$ cat src/rtl/core/ser_pkg.sv
// Shared widths, codes and record type for the speed extremes recorder.
package ser_pkg;

  localparam int RECORDS_DEF   = 64;
  localparam int STEP_BITS_DEF = 24;

  localparam int OP_W    = 2;
  localparam int BYTE_W  = 8;
  localparam int SPD_W   = 12;
  localparam int TIME_W  = 12;
  localparam int DIST_W  = 35;
  localparam int SLOT_W  = 7;
  localparam int LAMP_W  = 8;
  localparam int MMPS_W  = 16;
  localparam int CFG_W   = 16;
  localparam int CFG_IDX_W = 1;

  localparam logic [SPD_W-1:0]  MIN_RESET   = SPD_W'(990);
  localparam logic [SPD_W-1:0]  SPEED_SCALE = SPD_W'(10);
  localparam logic [MMPS_W-1:0] MMPS_RESET  = MMPS_W'(1725);

  localparam logic [OP_W-1:0] OP_SPEED   = 2'd0;
  localparam logic [OP_W-1:0] OP_CAPTURE = 2'd1;
  localparam logic [OP_W-1:0] OP_READOUT = 2'd2;

  localparam logic [CFG_IDX_W-1:0] CFG_LAMP_ID     = 1'd0;
  localparam logic [CFG_IDX_W-1:0] CFG_MM_PER_STEP = 1'd1;

  localparam logic KIND_REPORT = 1'b0;
  localparam logic KIND_RECORD = 1'b1;

  typedef struct packed {
    logic [SPD_W-1:0]  max_spd;
    logic [SPD_W-1:0]  min_spd;
    logic [TIME_W-1:0] max_time;
    logic [TIME_W-1:0] min_time;
  } rec_t;

endpackage

$ cat src/rtl/core/ser_rec_mem.sv
// Record store: one synchronous write port and one registered read port.
module ser_rec_mem
  import ser_pkg::*;
#(
  parameter int RECORDS = RECORDS_DEF,
  localparam int IDX_W = (RECORDS > 1) ? $clog2(RECORDS) : 1
) (
  input  logic             clk,
  input  logic             wr_en,
  input  logic [IDX_W-1:0] wr_addr,
  input  rec_t             wr_data,
  input  logic             rd_en,
  input  logic [IDX_W-1:0] rd_addr,
  output rec_t             rd_data
);

  rec_t mem [RECORDS];
  rec_t rd_data_r;

  always_ff @(posedge clk) begin
    if (wr_en) begin
      mem[wr_addr] <= wr_data;
    end
    if (rd_en) begin
      rd_data_r <= mem[rd_addr];
    end
  end

  assign rd_data = rd_data_r;

endmodule

$ cat src/rtl/core/speed_extremes_recorder.sv
// Top level of the speed extremes recorder: frame processing, capture and readout.
//
// Every input beat is a speed frame, a capture request or a readout request. A speed
// frame is accepted, then the step counter and the running extremes are updated, then
// the step count times millimetres-per-step multiply is registered, and then the
// distance is saturated into the output register once that register is free; no new
// beat is taken before this result is loaded. Capture requests and unused opcodes give
// no result. A readout reads and then checks each slot up to the last nonempty one, as
// the record memory has a registered read port; empty slots are skipped and the last
// listed beat carries last. A pending capture (left by a nonzero speed) or a capture
// request is performed in the accepting cycle, before the item itself is processed.
// Slots are filled in order, so the fill count tells written slots from untouched ones
// and the record memory needs no clearing after reset. Results sit in an output
// register, so the next input beat can be taken while a result still waits on
// out_stall.
module speed_extremes_recorder
  import ser_pkg::*;
#(
  parameter int RECORDS   = RECORDS_DEF,
  parameter int STEP_BITS = STEP_BITS_DEF
) (
  input  logic                 clk,
  input  logic                 rst_n,

  input  logic                 cfg_we,
  input  logic [CFG_IDX_W-1:0] cfg_index,
  input  logic [CFG_W-1:0]     cfg_wdata,

  input  logic                 in_valid,
  output logic                 in_stall,
  input  logic [OP_W-1:0]      in_opcode,
  input  logic [BYTE_W-1:0]    in_speed_whole,
  input  logic [BYTE_W-1:0]    in_speed_tenth,
  input  logic [TIME_W-1:0]    in_time_now,

  output logic                 out_valid,
  input  logic                 out_stall,
  output logic                 out_kind,
  output logic [SPD_W-1:0]     out_speed_out,
  output logic [SPD_W-1:0]     out_max_out,
  output logic [SPD_W-1:0]     out_min_out,
  output logic [TIME_W-1:0]    out_max_time_out,
  output logic [TIME_W-1:0]    out_min_time_out,
  output logic [DIST_W-1:0]    out_distance_mm,
  output logic [SLOT_W-1:0]    out_slot_or_count,
  output logic [LAMP_W-1:0]    out_lamp_cmd_id,
  output logic                 out_lamp_on,
  output logic                 out_last
);

  localparam int IDX_W  = (RECORDS > 1) ? $clog2(RECORDS) : 1;
  localparam int CNT_W  = $clog2(RECORDS + 1);
  localparam int PROD_W = STEP_BITS + MMPS_W;

  // One-hot sequencer states.
  typedef enum logic [5:0] {
    S_IDLE   = 6'b000001,
    S_SPEED  = 6'b000010,
    S_MUL    = 6'b000100,
    S_REPORT = 6'b001000,
    S_RD     = 6'b010000,
    S_CHK    = 6'b100000
  } state_t;

  state_t state_r, state_nxt;

  // Configuration registers.
  logic [LAMP_W-1:0] lamp_id_r;
  logic [MMPS_W-1:0] mm_per_step_r;

  // Running state of the recorder.
  logic [STEP_BITS-1:0] step_count_r, step_count_nxt;
  logic [SPD_W-1:0]     run_max_r, run_max_nxt;
  logic [SPD_W-1:0]     run_min_r, run_min_nxt;
  logic [TIME_W-1:0]    max_time_r, max_time_nxt;
  logic [TIME_W-1:0]    min_time_r, min_time_nxt;
  logic                 rising_r, rising_nxt;
  logic                 falling_r, falling_nxt;
  logic                 cap_pend_r, cap_pend_nxt;
  logic [CNT_W-1:0]     rec_cnt_r, rec_cnt_nxt;
  logic [SPD_W-1:0]     cap_max_r, cap_max_nxt;
  logic [SPD_W-1:0]     cap_min_r, cap_min_nxt;
  logic                 has_ne_r, has_ne_nxt;
  logic [IDX_W-1:0]     last_ne_r, last_ne_nxt;
  logic [IDX_W-1:0]     scan_idx_r, scan_idx_nxt;

  // Latched item fields and the distance product.
  logic [BYTE_W-1:0] whole_r;
  logic [BYTE_W-1:0] tenth_r;
  logic [TIME_W-1:0] now_r;
  logic [PROD_W-1:0] prod_r;

  // Output register.
  logic              out_valid_r, out_valid_nxt;
  logic              o_kind_r;
  logic [SPD_W-1:0]  o_speed_r;
  logic [SPD_W-1:0]  o_max_r;
  logic [SPD_W-1:0]  o_min_r;
  logic [TIME_W-1:0] o_max_time_r;
  logic [TIME_W-1:0] o_min_time_r;
  logic [DIST_W-1:0] o_dist_r;
  logic [SLOT_W-1:0] o_slot_r;
  logic [LAMP_W-1:0] o_lamp_id_r;
  logic              o_lamp_on_r;
  logic              o_last_r;

  logic in_acc;
  logic out_free;
  logic cap_do;
  logic run_nonempty;
  logic ld_report;
  logic ld_record;
  logic rd_en;
  logic rd_nonempty;
  logic scan_at_last;
  logic [SPD_W-1:0] speed_v;
  logic [PROD_W+DIST_W-1:0] prod_ext;
  logic [DIST_W-1:0] dist_sat;
  rec_t wr_rec;
  rec_t rd_rec;

  assign in_stall = (state_r != S_IDLE);
  assign in_acc   = in_valid && !in_stall;
  assign out_free = !out_valid_r || !out_stall;

  // A capture happens at acceptance when one is pending or requested, and only while
  // the store still has a free slot.
  assign cap_do = in_acc && (cap_pend_r || (in_opcode == OP_CAPTURE)) &&
                  (rec_cnt_r < CNT_W'(RECORDS));
  assign run_nonempty = (run_max_r != '0) || (run_min_r != MIN_RESET);

  assign wr_rec.max_spd  = run_max_r;
  assign wr_rec.min_spd  = run_min_r;
  assign wr_rec.max_time = max_time_r;
  assign wr_rec.min_time = min_time_r;

  // Speed in tenths from the latched frame.
  assign speed_v = SPD_W'(whole_r) * SPEED_SCALE + SPD_W'(tenth_r);

  // Distance saturates when any product bit lies above the output width.
  assign prod_ext = {{DIST_W{1'b0}}, prod_r};
  assign dist_sat = (|prod_ext[PROD_W+DIST_W-1:DIST_W]) ? '1 : prod_ext[DIST_W-1:0];

  assign rd_en        = (state_r == S_RD);
  assign rd_nonempty  = (rd_rec.max_spd != '0) || (rd_rec.min_spd != MIN_RESET);
  assign scan_at_last = (scan_idx_r == last_ne_r);
  assign ld_report    = (state_r == S_REPORT) && out_free;
  assign ld_record    = (state_r == S_CHK) && rd_nonempty && out_free;

  ser_rec_mem #(
    .RECORDS (RECORDS)
  ) u_rec_mem (
    .clk     (clk),
    .wr_en   (cap_do),
    .wr_addr (rec_cnt_r[IDX_W-1:0]),
    .wr_data (wr_rec),
    .rd_en   (rd_en),
    .rd_addr (scan_idx_r),
    .rd_data (rd_rec)
  );

  // Next-state logic for the sequencer and the running state.
  always_comb begin
    state_nxt      = state_r;
    step_count_nxt = step_count_r;
    run_max_nxt    = run_max_r;
    run_min_nxt    = run_min_r;
    max_time_nxt   = max_time_r;
    min_time_nxt   = min_time_r;
    rising_nxt     = rising_r;
    falling_nxt    = falling_r;
    cap_pend_nxt   = cap_pend_r;
    rec_cnt_nxt    = rec_cnt_r;
    cap_max_nxt    = cap_max_r;
    cap_min_nxt    = cap_min_r;
    has_ne_nxt     = has_ne_r;
    last_ne_nxt    = last_ne_r;
    scan_idx_nxt   = scan_idx_r;

    case (state_r)
      S_IDLE: begin
        if (in_acc) begin
          cap_pend_nxt = 1'b0;
          if (cap_do) begin
            cap_max_nxt = run_max_r;
            cap_min_nxt = run_min_r;
            run_max_nxt = '0;
            run_min_nxt = MIN_RESET;
            rec_cnt_nxt = rec_cnt_r + 1'b1;
            // Track the highest slot worth listing so a readout knows its last beat.
            if (run_nonempty) begin
              has_ne_nxt  = 1'b1;
              last_ne_nxt = rec_cnt_r[IDX_W-1:0];
            end
          end
          case (in_opcode)
            OP_SPEED: begin
              state_nxt = S_SPEED;
            end
            OP_READOUT: begin
              scan_idx_nxt = '0;
              if (has_ne_nxt) begin
                state_nxt = S_RD;
              end
            end
            default: begin
              state_nxt = S_IDLE;
            end
          endcase
        end
      end
      S_SPEED: begin
        if ((whole_r != '0) && (step_count_r != '1)) begin
          step_count_nxt = step_count_r + 1'b1;
        end
        if (speed_v != '0) begin
          cap_pend_nxt = 1'b1;
        end
        // A new maximum arms the rising flag; the first lower speed afterwards
        // stamps the time of the maximum.
        if (speed_v >= run_max_r) begin
          run_max_nxt = speed_v;
          rising_nxt  = 1'b1;
        end
        if ((speed_v < run_max_nxt) && rising_nxt) begin
          max_time_nxt = now_r;
          rising_nxt   = 1'b0;
        end
        // The minimum ignores standstill and never rises above the maximum.
        if ((speed_v < run_min_r) && (speed_v != '0)) begin
          run_min_nxt = (speed_v >= run_max_nxt) ? run_max_nxt : speed_v;
          falling_nxt = 1'b1;
        end
        if ((speed_v >= run_min_nxt) && falling_nxt) begin
          min_time_nxt = now_r;
          falling_nxt  = 1'b0;
        end
        state_nxt = S_MUL;
      end
      S_MUL: begin
        state_nxt = S_REPORT;
      end
      S_REPORT: begin
        if (out_free) begin
          state_nxt = S_IDLE;
        end
      end
      S_RD: begin
        state_nxt = S_CHK;
      end
      S_CHK: begin
        if (!rd_nonempty) begin
          scan_idx_nxt = scan_idx_r + 1'b1;
          state_nxt    = S_RD;
        end else if (out_free) begin
          if (scan_at_last) begin
            state_nxt = S_IDLE;
          end else begin
            scan_idx_nxt = scan_idx_r + 1'b1;
            state_nxt    = S_RD;
          end
        end
      end
      default: begin
        state_nxt = S_IDLE;
      end
    endcase
  end

  always_comb begin
    out_valid_nxt = out_valid_r;
    if (ld_report || ld_record) begin
      out_valid_nxt = 1'b1;
    end else if (!out_stall) begin
      out_valid_nxt = 1'b0;
    end
  end

  // Control and recorder state.
  always_ff @(posedge clk) begin
    if (!rst_n) begin
      state_r       <= S_IDLE;
      lamp_id_r     <= '0;
      mm_per_step_r <= MMPS_RESET;
      step_count_r  <= '0;
      run_max_r     <= '0;
      run_min_r     <= MIN_RESET;
      max_time_r    <= '0;
      min_time_r    <= '0;
      rising_r      <= 1'b0;
      falling_r     <= 1'b0;
      cap_pend_r    <= 1'b0;
      rec_cnt_r     <= '0;
      cap_max_r     <= '0;
      cap_min_r     <= '0;
      has_ne_r      <= 1'b0;
      last_ne_r     <= '0;
      scan_idx_r    <= '0;
      out_valid_r   <= 1'b0;
    end else begin
      state_r      <= state_nxt;
      step_count_r <= step_count_nxt;
      run_max_r    <= run_max_nxt;
      run_min_r    <= run_min_nxt;
      max_time_r   <= max_time_nxt;
      min_time_r   <= min_time_nxt;
      rising_r     <= rising_nxt;
      falling_r    <= falling_nxt;
      cap_pend_r   <= cap_pend_nxt;
      rec_cnt_r    <= rec_cnt_nxt;
      cap_max_r    <= cap_max_nxt;
      cap_min_r    <= cap_min_nxt;
      has_ne_r     <= has_ne_nxt;
      last_ne_r    <= last_ne_nxt;
      scan_idx_r   <= scan_idx_nxt;
      out_valid_r  <= out_valid_nxt;
      if (cfg_we) begin
        case (cfg_index)
          CFG_LAMP_ID: begin
            lamp_id_r <= cfg_wdata[LAMP_W-1:0];
          end
          CFG_MM_PER_STEP: begin
            mm_per_step_r <= cfg_wdata[MMPS_W-1:0];
          end
          default: begin
            lamp_id_r <= lamp_id_r;
          end
        endcase
      end
    end
  end

  // Payload registers: latched frame fields, the product and the output beat.
  always_ff @(posedge clk) begin
    if (in_acc) begin
      whole_r <= in_speed_whole;
      tenth_r <= in_speed_tenth;
      now_r   <= in_time_now;
    end
    if (state_r == S_MUL) begin
      prod_r <= PROD_W'(step_count_r) * PROD_W'(mm_per_step_r);
    end
    if (ld_report) begin
      o_kind_r     <= KIND_REPORT;
      o_speed_r    <= speed_v;
      o_max_r      <= cap_max_r;
      o_min_r      <= cap_min_r;
      o_max_time_r <= '0;
      o_min_time_r <= '0;
      o_dist_r     <= dist_sat;
      o_slot_r     <= SLOT_W'(rec_cnt_r);
      o_lamp_id_r  <= lamp_id_r;
      o_lamp_on_r  <= (speed_v != '0);
      o_last_r     <= 1'b1;
    end else if (ld_record) begin
      o_kind_r     <= KIND_RECORD;
      o_speed_r    <= '0;
      o_max_r      <= rd_rec.max_spd;
      o_min_r      <= rd_rec.min_spd;
      o_max_time_r <= rd_rec.max_time;
      o_min_time_r <= rd_rec.min_time;
      o_dist_r     <= '0;
      o_slot_r     <= SLOT_W'(scan_idx_r);
      o_lamp_id_r  <= '0;
      o_lamp_on_r  <= 1'b0;
      o_last_r     <= scan_at_last;
    end
  end

  assign out_valid         = out_valid_r;
  assign out_kind          = o_kind_r;
  assign out_speed_out     = o_speed_r;
  assign out_max_out       = o_max_r;
  assign out_min_out       = o_min_r;
  assign out_max_time_out  = o_max_time_r;
  assign out_min_time_out  = o_min_time_r;
  assign out_distance_mm   = o_dist_r;
  assign out_slot_or_count = o_slot_r;
  assign out_lamp_cmd_id   = o_lamp_id_r;
  assign out_lamp_on       = o_lamp_on_r;
  assign out_last          = o_last_r;

endmodule
$ cat config.mk
export PLATFORM = sky130hd
export DESIGN_NAME = speed_extremes_recorder
export DESIGN_NICKNAME = d
export VERILOG_FILES = /design/src/rtl/core/ser_pkg.sv /design/src/rtl/core/ser_rec_mem.sv /design/src/rtl/core/speed_extremes_recorder.sv
export SDC_FILE = /design/constraint.sdc
export NUM_CORES = 2
export LEC_CHECK = 0
export BUFFER_PORTS_ARGS = -buffer_cell sky130_fd_sc_hd__buf_2
export CORE_UTILIZATION = 45
export CTS_BUF_LIST = sky130_fd_sc_hd__clkbuf_4 sky130_fd_sc_hd__clkbuf_8 sky130_fd_sc_hd__clkbuf_16
export DETAILED_ROUTE_END_ITERATION = 16
export PLACE_DENSITY = 0.68
export SYNTH_ARGS = -nofsm -noshare
export SYNTH_HDL_FRONTEND = slang
export SYNTH_HIERARCHICAL = 1
export SYNTH_SLANG_ARGS = --single-unit
$ cat constraint.sdc
create_clock -name clk -period 8.3 [get_ports clk]
set_input_delay 0.83 -clock clk [delete_from_list [all_inputs] [get_ports clk]]
set_output_delay 0.83 -clock clk [all_outputs]
set_load 0.01 [all_outputs]
==> out/qor.json <==
{
  "grt_first_pass_wirelength": {"value": 560400, "unit": "um"},
  "postSynthNetCount": {"value": 8348},
  "synth.ff_latch_count": {"value": 3451},
  "post_cts_hold_buffer_count": {"value": 0},
  "dp.final_hpwl": {"value": 225800, "unit": "um"},
  "initial_core_util": {"value": 0.4530},
  "seq_area_frac_synth": {"value": 0.7064},
  "crit_path_start_kind": {"value": "flip-flop"},
  "seq_power_share": {"value": 0.501},
  "largest_net_degree_at_the_start_of_global_routing": {"value": 130},
  "worst_r2r_path_depth": {"value": 39},
  "overflow": {"value": 0},
  "critPathRequiredTime": {"value": 9.08, "unit": "ns"},
  "holdCritStartpoint": {"value": "in_time_now[7]"},
  "horizontal_die_dimension": {"value": 568.1, "unit": "um"},
  "total_power": {"value": 37.85, "unit": "mW"},
  "timing.hold.worst_path_depth": {"value": 1},
  "finalHoldViolations": {"value": 0},
  "router_iterations_before_antenna_repair": {"value": 9},
  "status": {"value": "finished clean"},
  "area_taken_by_multi_input_logic_gates": {"value": 39660, "unit": "um^2"},
  "ant_nets": {"value": 0},
  "drt-initial-drc-count": {"value": 9666},
  "setup_viol_count_final": {"value": 0},
  "gate_count_after_technology_mapping": {"value": 7808},
  "arrival": {"value": 8.75, "unit": "ns"},
  "seqCellArea": {"value": 101900, "unit": "um^2"},
  "flow.area_growth_from_synthesis": {"value": 13.10, "unit": "%"},
  "timing.critical_path.fanout_max": {"value": 7},
  "p_sw": {"value": 8.501, "unit": "mW"},
  "clock_insertion_delay_worst_skew": {"value": 0.93, "unit": "ns"},
  "critPathTopFamily": {"value": "compound AO/OA/AOI/OAI gates"},
  "r2r-end": {"value": "min_time_r[4]"},
  "critical_path.most_common_cell": {"value": "a21o_1"},
  "gp_congestion": {"value": 0.8523},
  "ctsLongestPathBuffers": {"value": 4},
  "timing.rr.start": {"value": "whole_r[3]"},
  "synth_flop_cell": {"value": "edfxtp_1"},
  "htreeDepth": {"value": 5},
  "gr_util_all_layers": {"value": 0.2410},
  "cts_buffers": {"value": 347},
  "wl_per_cell": {"value": 30.98, "unit": "um"},
  "timing.max_slew.rel_slack": {"value": 0.1067},
  "cts_tree": {"value": "built"},
  "max-vdd-ir-drop": {"value": 188.2, "unit": "uV"},
  "timing.max_cap.violations": {"value": 0},
  "comb_power_share": {"value": 0.080},
  "power_frac_clock": {"value": 0.418},
  "worst_setup_hold_path_clk_slew": {"value": 0.06, "unit": "ns"},
  "cts_root_buffer": {"value": "clkbuf_16"},
  "synth.yosys.warnings": {"value": 6},
  "netlist_area": {"value": 144200, "unit": "um^2"},
  "min-delay-path-class": {"value": "primary input to flip-flop"},
  "cts.sink_count": {"value": 3451},
  "post-route-drc-count": {"value": 0},
  "min_period_over_period": {"value": 0.9597},
  "p_sw_frac": {"value": 0.2246},
  "syn_avg_cell_area": {"value": 18.47, "unit": "um^2"},
  "row_count": {"value": 207},
  "crit_path_top_delay_cell": {"value": "fa_2"},
  "antenna_found_initial": {"value": 20},
  "core_area": {"value": 318300, "unit": "um^2"},
  "crit_buf_inv": {"value": 4},
  "die_h": {"value": 568.1, "unit": "um"},
  "final_layout_size_suffix_gt1_frac": {"value": 0.2359},
  "critPathMaxStageDelay": {"value": 0.55, "unit": "ns"},
  "fillers": {"value": 24930},
  "timing.hold.worst_endpoint": {"value": "now_r[7]"},
  "async_flop_share": {"value": 0},
  "post_layout_utilization_of_the_core": {"value": 0.5124},
  "worst_pin_slew": {"value": 1.337, "unit": "ns"},
  "p_int": {"value": 29.35, "unit": "mW"},
  "routed_wl": {"value": 392200, "unit": "um"},
  "post_drt_via_cell_ratio": {"value": 6.135},
  "dieArea": {"value": 322700, "unit": "um^2"},
  "synth.distinct_cells": {"value": 89},
  "pwr_density_cell": {"value": 232.1, "unit": "nW/um^2"},
  "grt_pass1_vias": {"value": 78400},
  "period_minus_slack": {"value": 7.965, "unit": "ns"},
  "crit_type": {"value": "flip-flop to flip-flop"},
  "place.port_buffers": {"value": 166},
  "total_leakage_power": {"value": 50.26, "unit": "nW"},
  "final_net_count": {"value": 8729},
  "synth_enable_flop_cells": {"value": 3275},
  "max_freq": {"value": 125.5, "unit": "MHz"},
  "timing.critical_path.to_type": {"value": "flip-flop"},
  "r2r_setup_slack": {"value": 0.33, "unit": "ns"},
  "via_count": {"value": 77660},
  "fin_skew": {"value": 0.06725, "unit": "ns"},
  "floorplan.io_pins": {"value": 167},
  "timing_max_transition_violations_final": {"value": 0}
}
[synth_stat cells (19+ instances only)]
library cell / n / area, um^2
nand2_1: 618 / 2320
dfxtp_1: 176 / 3523
xnor2_1: 49 / 429.2
buf_1: 19 / 71.32
buf_2: 96 / 480.5
fa_1: 308 / 6166
nor2_1: 328 / 1231
a21oi_1: 215 / 1076
a22o_1: 59 / 516.8
o21ai_0: 40 / 200.2
a221oi_1: 83 / 727.0
nor3_1: 21 / 105.1
a21o_1: 27 / 202.7
clkbuf_1: 232 / 870.8
mux4_2: 754 / 16980
nand3_1: 36 / 180.2
nand4_1: 20 / 125.1
a22oi_1: 81 / 608.1
mux2i_1: 114 / 1141
nor2b_1: 37 / 231.5
ha_1: 180 / 2252
xor2_1: 28 / 245.2
inv_1: 363 / 1363
buf_4: 58 / 435.4
o22ai_1: 124 / 775.7
o221ai_1: 28 / 245.2
and2_1: 163 / 1020
edfxtp_1: 3275 / 98340
nand2b_1: 21 / 131.4
a211oi_1: 39 / 292.8
[metrics by stage]
| step | setup WS [ns] | setup TNS (ns) | cell area [um^2] | cells | hold WS (ns) |
|---|---|---|---|---|---|
| 2_1_floorplan | 0.04303 | 0 | 144200 | 7808 | 0.4317 |
| 3_3_place_gp | -0.07848 | -0.9144 | 151200 | 12010 | 0.4393 |
| 3_5_place_dp | -0.05436 | -0.5734 | 151200 | 12010 | 0.4443 |
| 4_1_cts | 0.004929 | 0 | 162900 | 12640 | 0.04484 |
| 5_1_grt | -0.05633 | -0.3488 | 163100 | 12650 | 0.07973 |
| 6_report | 0.3349 | 0 | 163100 | 12660 | 0.09827 |
[kinds of logic after synthesis]
kind of cell,share of synthesized area
xor+xnor,0.004790
mux,0.1269
compound gates,0.03837
buf+inv,0.02377
fa+ha+maj,0.05838
simple gates,0.04132
flops,0.7064
[cell type report]
type                            count  share of cell area
Clock buffer                      430             0.05760
Multi-Input combinational cell   3569              0.2432
Antenna cell                        7           0.0001074
Sequential cell                  3451              0.6251
Inverter                          366            0.008439
Tap cell                         4180             0.03207
Clock inverter                    201             0.01369
Timing Repair Buffer              454             0.01986
[cell usage in the layout, fill, tap and decap left out, types with 37 or more instances in the layout]
master	count
edfxtp_1	3275
mux4_2	754
nand2_1	616
inv_1	361
clkbuf_16	347
fa_1	307
buf_4	267
nor2_1	262
a21oi_1	208
ha_1	173
buf_2	166
and2_1	162
o22ai_1	124
dfxtp_1	123
mux2i_1	113
a221oi_1	83
a22oi_1	81
clkbuf_4	69
nor2_4	64
clkinv_1	62
clkinv_2	60
a22o_1	59
dfxtp_2	50
xnor2_1	48
a211oi_1	39
o21ai_0	37
[routing by layer]
metal  part of all wire  global-route usage  up-vias
li1                   -                   -    31380
met1               0.39              0.3328    41030
met2               0.46              0.3783     4453
met3               0.11             0.04850      798
met4              0.044             0.09361        8
met5            0.00014                   0        -
[power by group through the flow]
stage | sequential, mW | combinational (mW) | clock [mW]
detailed placement | 19.3 | 2.75 | 0
finish | 19.0 | 3.04 | 15.8
CTS | 19.0 | 2.89 | 16.0
floorplan | 19.3 | 1.78 | 0
global placement | 19.3 | 2.76 | 0
global route | 19.0 | 3.29 | 16.6
[sequential cells by signal, indices dropped and copies added, names as in the netlist, 16 cells and up]
name and count:
u_rec_mem/rd_data 48, out_distance_mm 35, prod_r 40, mm_per_step_r 16
u_rec_mem/mem 3072, step_count_r 24
[what timing repair did]
item / CTS / global route
pin swaps: 4 / 22
cloned: 1 / 0
gates resized for setup: 7 / 33
buffers inserted: 1 / 9
endpoints found under the setup margin: 12 / 13
[worst max-delay path by stage]
| stage | slack [ns] | end | depth (start not counted) | startpoint |
|---|---|---|---|---|
| after floorplan | 0.04 | min_time_r[10] | 40 | whole_r[1] |
| final | 0.33 | min_time_r[4] | 39 | whole_r[3] |
| after detailed placement | -0.05 | min_time_r[8] | 40 | whole_r[3] |
| after CTS | 0.005 | min_time_r[4] | 40 | whole_r[3] |
| after global placement | -0.08 | min_time_r[0] | 40 | whole_r[3] |
| after global routing | -0.06 | min_time_r[7] | 41 | whole_r[3] |
Power figures use the tool's default switching activity.
